[src/rtl/cfm_pkg.sv]
// Shared types and constants for the capture frequency meter.
package cfm_pkg;

	localparam int unsigned TS_W     = 16;
	localparam int unsigned PERIOD_W = 16;
	localparam int unsigned RATE_W   = 24;
	localparam int unsigned FREQ_W   = 24;

	localparam logic [RATE_W-1:0] CLOCK_RATE_RESET = 24'd1070000;

	localparam logic OP_CAPTURE = 1'b0;
	localparam logic OP_ARM     = 1'b1;

	typedef enum logic [1:0] {
		ST_IDLE,
		ST_DIV,
		ST_OUT
	} cfm_state_t;

endpackage

[src/rtl/capture_frequency_meter_unit.sv]
// Capture frequency meter: two timer stamps give a period and clock_rate / period.
// An arm request or a capture that yields no result is taken without a stall. The second
// capture after arming computes the period at once and then runs a bit-serial divider
// that produces one quotient bit per cycle over the 24-bit clock rate; when it is done
// the result shows on the output, and the input stays stalled until the result is
// taken. A zero period skips the divider and shows a frequency of 0 the cycle after
// acceptance. Captures after the result are ignored until the next arm request.
module capture_frequency_meter_unit import cfm_pkg::*; #(
	parameter int unsigned STAMP_WIDTH = 16
) (
	input  logic                clk,
	input  logic                arst_n,
	input  logic                in_valid,
	output logic                in_stall,
	input  logic                opcode,
	input  logic [TS_W-1:0]     timestamp,
	output logic                out_valid,
	input  logic                out_stall,
	output logic [PERIOD_W-1:0] period_ticks,
	output logic [FREQ_W-1:0]   frequency,
	input  logic                cfg_wr_en,
	input  logic [RATE_W-1:0]   cfg_wr_data
);

	localparam int unsigned IN_W = (STAMP_WIDTH < TS_W) ? STAMP_WIDTH : TS_W;

	cfm_state_t state_q, state_d;

	logic [RATE_W-1:0]      clock_rate_q;
	logic                   have_first_q;
	logic                   done_q;
	logic [STAMP_WIDTH-1:0] first_stamp_q;
	logic [PERIOD_W-1:0]    period_q;
	logic [FREQ_W-1:0]      freq_q;

	logic [STAMP_WIDTH-1:0] stamp;
	logic [STAMP_WIDTH-1:0] period;
	logic                   accept;
	logic                   is_result;
	logic                   div_start;
	logic                   div_done;
	logic [FREQ_W-1:0]      div_quotient;

	assign stamp     = STAMP_WIDTH'(timestamp[IN_W-1:0]);
	assign period    = stamp - first_stamp_q;
	assign accept    = in_valid && !in_stall;
	assign is_result = accept && (opcode == OP_CAPTURE) && !done_q && have_first_q;
	assign div_start = is_result && (period != '0);

	cfm_div #(
		.DIVISOR_W (STAMP_WIDTH)
	) u_div (
		.clk      (clk),
		.arst_n   (arst_n),
		.start    (div_start),
		.dividend (clock_rate_q),
		.divisor  (period),
		.done     (div_done),
		.quotient (div_quotient)
	);

	always_ff @(posedge clk or negedge arst_n) begin
		if (!arst_n) begin
			state_q      <= ST_IDLE;
			clock_rate_q <= CLOCK_RATE_RESET;
			have_first_q <= 1'b0;
			done_q       <= 1'b0;
			first_stamp_q <= '0;
		end else begin
			state_q <= state_d;
			if (cfg_wr_en) begin
				clock_rate_q <= cfg_wr_data;
			end
			if (accept) begin
				if (opcode == OP_ARM) begin
					have_first_q <= 1'b0;
					done_q       <= 1'b0;
				end else if (!done_q) begin
					if (!have_first_q) begin
						first_stamp_q <= stamp;
						have_first_q  <= 1'b1;
					end else begin
						have_first_q <= 1'b0;
						done_q       <= 1'b1;
					end
				end
			end
		end
	end

	// Result payload: period at acceptance, frequency cleared then and loaded when the divider finishes.
	always_ff @(posedge clk) begin
		if (is_result) begin
			period_q <= PERIOD_W'(period);
			freq_q   <= '0;
		end else if (div_done) begin
			freq_q <= div_quotient;
		end
	end

	always_comb begin
		state_d = state_q;
		unique case (state_q)
			ST_IDLE: begin
				if (div_start) begin
					state_d = ST_DIV;
				end else if (is_result) begin
					state_d = ST_OUT;
				end
			end
			ST_DIV: begin
				if (div_done) begin
					state_d = ST_OUT;
				end
			end
			ST_OUT: begin
				if (!out_stall) begin
					state_d = ST_IDLE;
				end
			end
			default: state_d = ST_IDLE;
		endcase
	end

	assign in_stall     = (state_q != ST_IDLE);
	assign out_valid    = (state_q == ST_OUT);
	assign period_ticks = period_q;
	assign frequency    = freq_q;

endmodule

[src/rtl/cfm_div.sv]
// Bit-serial restoring divider: one quotient bit per cycle over the clock-rate width.
module cfm_div import cfm_pkg::*; #(
	parameter int unsigned DIVISOR_W = 16
) (
	input  logic                 clk,
	input  logic                 arst_n,
	input  logic                 start,
	input  logic [RATE_W-1:0]    dividend,
	input  logic [DIVISOR_W-1:0] divisor,
	output logic                 done,
	output logic [FREQ_W-1:0]    quotient
);

	localparam int unsigned CNT_W = $clog2(RATE_W);
	localparam logic [CNT_W-1:0] LAST_STEP = CNT_W'(RATE_W - 1);

	logic                 busy_q;
	logic                 done_q;
	logic [CNT_W-1:0]     cnt_q;
	logic [DIVISOR_W-1:0] rem_q;
	logic [DIVISOR_W-1:0] divisor_q;
	logic [RATE_W-1:0]    quo_q;

	logic [DIVISOR_W:0]   trial;
	logic [DIVISOR_W:0]   diff;
	logic                 fits;

	// Shift the next dividend bit into the partial remainder, then try a subtract.
	assign trial = {rem_q, quo_q[RATE_W-1]};
	assign diff  = trial - {1'b0, divisor_q};
	assign fits  = trial >= {1'b0, divisor_q};

	always_ff @(posedge clk or negedge arst_n) begin
		if (!arst_n) begin
			busy_q <= 1'b0;
			done_q <= 1'b0;
			cnt_q  <= '0;
		end else begin
			done_q <= 1'b0;
			if (start) begin
				busy_q <= 1'b1;
				cnt_q  <= '0;
			end else if (busy_q) begin
				cnt_q <= cnt_q + 1'b1;
				if (cnt_q == LAST_STEP) begin
					busy_q <= 1'b0;
					done_q <= 1'b1;
				end
			end
		end
	end

	always_ff @(posedge clk) begin
		if (start) begin
			rem_q     <= '0;
			divisor_q <= divisor;
			quo_q     <= dividend;
		end else if (busy_q) begin
			rem_q <= fits ? diff[DIVISOR_W-1:0] : trial[DIVISOR_W-1:0];
			quo_q <= {quo_q[RATE_W-2:0], fits};
		end
	end

	assign done     = done_q;
	assign quotient = FREQ_W'(quo_q);

endmodule
[config.mk]
export PLATFORM = sky130hd
export DESIGN_NAME = capture_frequency_meter_unit
export DESIGN_NICKNAME = d
export VERILOG_FILES = /design/src/rtl/cfm_pkg.sv /design/src/rtl/capture_frequency_meter_unit.sv /design/src/rtl/cfm_div.sv
export SDC_FILE = /design/constraint.sdc
export NUM_CORES = 1
export LEC_CHECK = 0
export BUFFER_PORTS_ARGS = -buffer_cell sky130_fd_sc_hd__buf_4
export CORE_UTILIZATION = 59
export DETAILED_ROUTE_END_ITERATION = 10
export PLACE_DENSITY = 0.8
export SETUP_SLACK_MARGIN = 0.3
export SLEW_MARGIN = 5
export SYNTH_ARGS = -nofsm -noshare
export SYNTH_HDL_FRONTEND = slang
export SYNTH_HIERARCHICAL = 1
export SYNTH_SLANG_ARGS = --single-unit
[constraint.sdc]
create_clock -name clk -period 6.1 [get_ports clk]
set_input_delay 0.915 -clock clk [delete_from_list [all_inputs] [get_ports clk]]
set_output_delay 0.915 -clock clk [all_outputs]
set_load 0.02 [all_outputs]
=== Word-level counts from Yosys, hierarchy flattened ===
Cells that the tools add are included.

* Register bits: 147
* Word-level logic and storage cells: 63
* Output and inout port bits: 42
* Input bits: 46

* Equal/unequal tests: 7
* Bitwise logic cells: 3
* Reductions and logical operators: 14
* $lt $le $gt $ge: 1
* Add/sub/neg operators: 3
* Mux-type cells: 22

{| class="wikitable"
|+ Operators with widths
! cell !! count
|-
| $mux W24 || 2
|-
| $sub A16 B16 Y16 || 2
|-
| $ge A17 B16 Y1 || 1
|-
| $mux W16 || 1
|-
| $reduce_bool A16 Y1 || 1
|-
| $mux W1 || 12
|-
| $mux W5 || 2
|-
| $mux W2 || 4
|-
| $pmux W2 S3 || 1
|-
| $add A5 B1 Y5 const B || 1
|-
| $eq A5 B5 Y1 const B || 1
|-
| $logic_and A1 B1 Y1 || 5
|-
| $ne A2 B2 Y1 const B || 2
|-
| $reduce_and A4 Y1 || 1
|-
| $reduce_bool A2 Y1 || 2
|-
| $ne A3 B3 Y1 const B || 1
|-
| $not A1 Y1 || 3
|-
| $reduce_and A3 Y1 || 1
|-
| $eq A2 B1 Y1 const B || 1
|-
| $eq A2 B2 Y1 const B || 1
|-
| $logic_not A1 Y1 || 2
|-
| $logic_not A2 Y1 || 1
|-
| $ne A2 B1 Y1 const B || 1
|-
| $reduce_and A2 Y1 || 1
|}

=== Logic depth before layout (Yosys ltp) ===
* Word-level depth: 9
* Mapped depth: 14
* Depth with buffers taken out: 14

=== By module ===
The synthesis kept the hierarchy.

{| class="wikitable"
|+ Modules (own cells, without submodules)
! module !! times used !! cells an instance !! area each (sq um) !! sequential area each (sq um)
|-
| capture_frequency_meter_unit || 1 || 369 || 4097.7 || 2072.0
|-
| cfm_div || 1 || 319 || 3542.1 || 1696.6
|}

=== Worst setup path before layout ===
OpenSTA, ideal clock, no wires.

* Path kind: input to register
* Start point: in timestamp[0]
* End point: reg u_div.quo_q[14] (netlist: u_div/quotient[14]), data pin
* Slack: 1.242 ns
* Library setup time: 0.260 ns
* Data required time: 5.840 ns
* Stages on the path: 13
* Arrival: 4.599 ns
* Buffers on the path: 2
* Cell sequence: inv_1 -> ha_1 -> fa_1 -> nor2b_1 -> o31a_1 -> o41ai_1 -> o21bai_1 -> o21bai_1 -> nand2_1 -> a31oi_1 -> clkbuf_1 -> clkbuf_1 -> mux2_2

* Word-level cells in the longest chain between the ends: 4

{| class="wikitable"
|+ RTL lines
! element !! line !! source
|-
| start, declared || capture_frequency_meter_unit.sv:16 || <nowiki>input logic [TS_W-1:0] timestamp,</nowiki>
|-
| $sub A16 B16 Y16 || capture_frequency_meter_unit.sv:45 || <nowiki>assign period = stamp - first_stamp_q;</nowiki>
|-
| $reduce_bool A16 Y1 || capture_frequency_meter_unit.sv:48 || <nowiki>assign div_start = is_result && (period != '0);</nowiki>
|-
| $logic_and A1 B1 Y1 || capture_frequency_meter_unit.sv:48 ||
|-
| net div_start || capture_frequency_meter_unit.sv:40 || <nowiki>logic div_start;</nowiki>
|-
| $mux W24 || cfm_div.sv:54 || <nowiki>if (start) begin</nowiki>
|-
| end signal, assigned || cfm_div.sv:57 || <nowiki>quo_q <= dividend;</nowiki>
|-
| end signal, assigned || cfm_div.sv:60 || <nowiki>quo_q <= {quo_q[RATE_W-2:0], fits};</nowiki>
|-
| end, declared || cfm_div.sv:22 || <nowiki>logic [RATE_W-1:0] quo_q;</nowiki>
|}

The timed path passes the listed nets, and every way through them passes these cells.
A chain may end at the register's enable or synchronous reset.

=== Final worst setup path ===
* Start point: in timestamp[0]
* End point: reg u_div.quo_q[17] (netlist: u_div/quotient[17]) (enable)

* Word-level cells in the longest chain between the ends: 4

{| class="wikitable"
|+ RTL lines
! element !! line !! source
|-
| $sub A16 B16 Y16 || capture_frequency_meter_unit.sv:45 ||
|-
| net period[4] || capture_frequency_meter_unit.sv:37 || <nowiki>logic [STAMP_WIDTH-1:0] period;</nowiki>
|-
| $reduce_bool A16 Y1 || capture_frequency_meter_unit.sv:48 ||
|-
| $logic_and A1 B1 Y1 || capture_frequency_meter_unit.sv:48 ||
|-
| net div_start || capture_frequency_meter_unit.sv:40 ||
|-
| $reduce_bool A2 Y1 (no line) || n/a ||
|}

The timed path passes the listed nets, and every way through them passes these cells.

==> results.yml <==
clock_tree:
  cts_made_buffers: 17
  cts.htree.levels: 4
  cts_setup_buffers: 0
  cts-hold-fix-buffers: 0
  clk_pin_slew_ps: 60
  clock-sinks: 147
  clock_path_buffers: 2
  cts_tree: "yes"
  clock_latency_ps: 420
  ctsResizeCount: 0
  root_buffer: "clkbuf_16"
logic_synthesis:
  ys_dominant_reg_cell: "edfxtp_1"
  synthCells: 688
  synth_fp_nets: 768
  syn_area_per_cell_um2: 11.10
  synth.most_common_cell: "nor2_1"
  syn-cell-area_um2: 7640
  ys.warnings.count: 6
  ys_types: 78
  synth-seq-area-share_pct: 49.33
  synth_edf_count: 56
  synth_top_area_cell: "edfxtp_1"
  post_synth_most_frequent_cells: "65 x nor2_1, 61 x mux2_2, 56 x edfxtp_1"
  ys_ff_latch: 147
  yosys-top-cells-area: "edfxtp_1 22%, dfrtp_1 14%, dfxtp_1 10%"
  synth_top_area_share_pct: 22.01
  synth-async-reset-ratio_pct: 34.69
placement:
  place_ws_ps: 1533
  numPlacedInstances: 922
  hpwl_mm: 11.13
  postPlaceCellArea_um2: 8428
  gp_congestion: 0.8911
  numPortBuffers: 87
worst_setup_path:
  worstSetupPathType: "input port to flip-flop"
  crit_slowest_cell: "nand2_1"
  crit_family: "simple AND/OR/NAND/NOR gates"
  path_buf_inv: 3
  cp-start-kind: "input port"
  crit_fanout: 24
  required_ps: 6010
  worst_setup_path_end_kind: "flip-flop"
  r2r_slack_ps: 2170
  path_cells: "buf_4, inv_1, ha_1, fa_1, nor2b_1, o31a_1, a21oi_1, nor4_2, o2111ai_1, nor4_2, a31oi_4, inv_1, nand2_1"
  critical_path_arrival_ps: 4080
  max_stage_delay_ps: 690
finish:
  post-route-util_pct: 71.67
  seq_area_um2: 3769
  diodes: 0
  final_cells: 954
  multi_input_area_um2: 3570
  final_cell_area_um2: 9045
  drive_gt1_share_pct: 28.13
  syn_to_final_growth_pct: 18.39
  fin_nets: 849
  fillers: 895
route:
  first_iter_violations: 263
  dr.pass1.iters: 5
  ant_nets: 0
  vias: 5505
  totalWireLength_mm: 16.23
  avgRoutedWirePerCell_um: 17.01
  post-route-drc-count: 0
  avgViaCountPerCell: 5.770
floorplan:
  coreArea_um2: 12620
  rows: 41
  dieArea_um2: 13410
  start_util_pct: 60.54
  pin_count: 88
  die_h_um: 115.8
  dieWidth_um: 115.8
grt:
  grt_max_degree: 66
  antenna_found_initial: 0
  grt_use_total_pct: 25.34
  grt_overflow_total: 0
  grt_pass1_vias: 5423
  grt_pass1_wl_mm: 25.99
sta:
  fin_setup_tns_ps: 0
  min_period_ps: 4171
  max_freq_mhz: 239.8
  slew_violations: 0
  fin_crit_sh_pct: 68.38
  worst_pin_slew_ps: 1119
  timing.hold.ws_ps: 488.5
  grt_setup_unrepaired: "false"
  setup_ws_ps: 1929
  hold_viol: 0
  clock_skew_ps: 7.628
  slew_headroom_pct: 25.21
  setup_viol: 0
power_and_ir_drop:
  power_mw: 5.103
  p_seq_share_pct: 33.2
  p_leak_nw: 3.845
  powerDensity_nw_per_um2: 564.1
  ir_worst_vdd_uv: 291.1
  p_clk_share_pct: 20.8
  power_switching_mw: 1.969
  switching_share_pct: 38.60
  power.internal_mw: 3.133
  combPwrFrac_pct: 46.0
run_status:
  status: "complete, no violations"
flow_run:
  maxCapViolations: 0
min_path:
  hold_path.class: "flip-flop to flip-flop"
==> layout by cell type (no fill, tap or decap), drive strengths merged, types with 3 or more instances in the layout <==
master,synthesis,routed
o22ai,3,3
mux2,62,62
nand3,12,12
nor2,65,65
nand2b,7,7
edfxtp,56,56
clkinv,0,8
mux2i,29,29
and3,6,6
o31a,5,5
a211o,5,5
xnor2,8,8
a211oi,8,8
o21ai,28,28
a21boi,3,3
inv,51,53
nor2b,7,7
nor3,10,10
clkbuf,21,21
xor2,8,8
o31ai,3,3
a31oi,5,5
ha,32,32
nand4,6,6
buf,8,91
o21a,9,9
o211ai,3,3
a311oi,10,10
dfstp,8,8
nand2,44,44
a21o,9,9
dfxtp,40,40
nor4,4,4
a21oi,32,32
dfrtp,43,43
o211a,3,3
==> kinds of logic (layout without fill, tap and decap cells) <==
kind of cell               Yosys count  count (layout)  share of synthesized area (%)
buffers and inverters               80             174                          4.258
adders and majority gates           34              34                          5.765
and+or+nand+nor                    173             173                          10.99
AOI/OAI and AO/OA                  147             147                          14.84
muxes                               91              91                          12.99
xor gates and xnor gates            16              16                          1.834
DFF                                147             147                          49.33
==> layout make-up <==
| type | count | area share, % |
|---|---|---|
| flip-flops and latches | 147 | 41.67 |
| repair buffers | 91 | 7.553 |
| clock inverters | 11 | 1.010 |
| well taps | 172 | 2.379 |
| clock buffers | 21 | 5.810 |
| inverters | 51 | 2.116 |
| multi-input cells | 461 | 39.47 |
==> power groups by stage <==
stage                     logic (mW)  clock network (mW)  registers (mW)
after detailed placement        2.31                   0            1.70
final                           2.35                1.06            1.69
after CTS                       2.34                1.08            1.69
after global placement          2.25                   0            1.68
after floorplan                 1.71                   0            1.73
after global routing            2.57                1.12            1.73
==> registers in the layout, summed over array words and instances (netlist names) <==
signal,count
u_div/divisor_q,16
first_stamp_q,16
u_div/rem_q,16
u_div/cnt_q,5
have_first_q,1
u_div/busy_q,1
done_q,1
frequency,24
u_div/quotient,24
state_q,2
clock_rate_q,24
u_div/done,1
period_ticks,16
==> final timing paths <==
kind / start / endpoint / cells after the start
max: timestamp[0] / u_div/quotient[17] / 13
min: first_stamp_q[0] / first_stamp_q[0] / 2
max reg2reg: first_stamp_q[0] / u_div/quotient[17] / 11
min reg2reg: first_stamp_q[0] / first_stamp_q[0] / 2
max in group asynchronous: arst_n / first_stamp_q[5] / 1
min in group asynchronous: arst_n / clock_rate_q[11] / 1
==> tightest hold or removal path, stage by stage (launching register included) <==
cell and delay, ps:
dfrtp_1 340, nand2_1 50, o21ai_0 60
==> metal layers <==
layer  global-route usage, %  vias up  wire length, µm
li1                        -     2666                -
met2                   42.02      142             8185
met3                   6.381       27              739
met5                       0        -                0
met1                   32.04     2670             6951
met4                   9.658        0              354
Note: power is estimated with default switching activity, not from simulation.
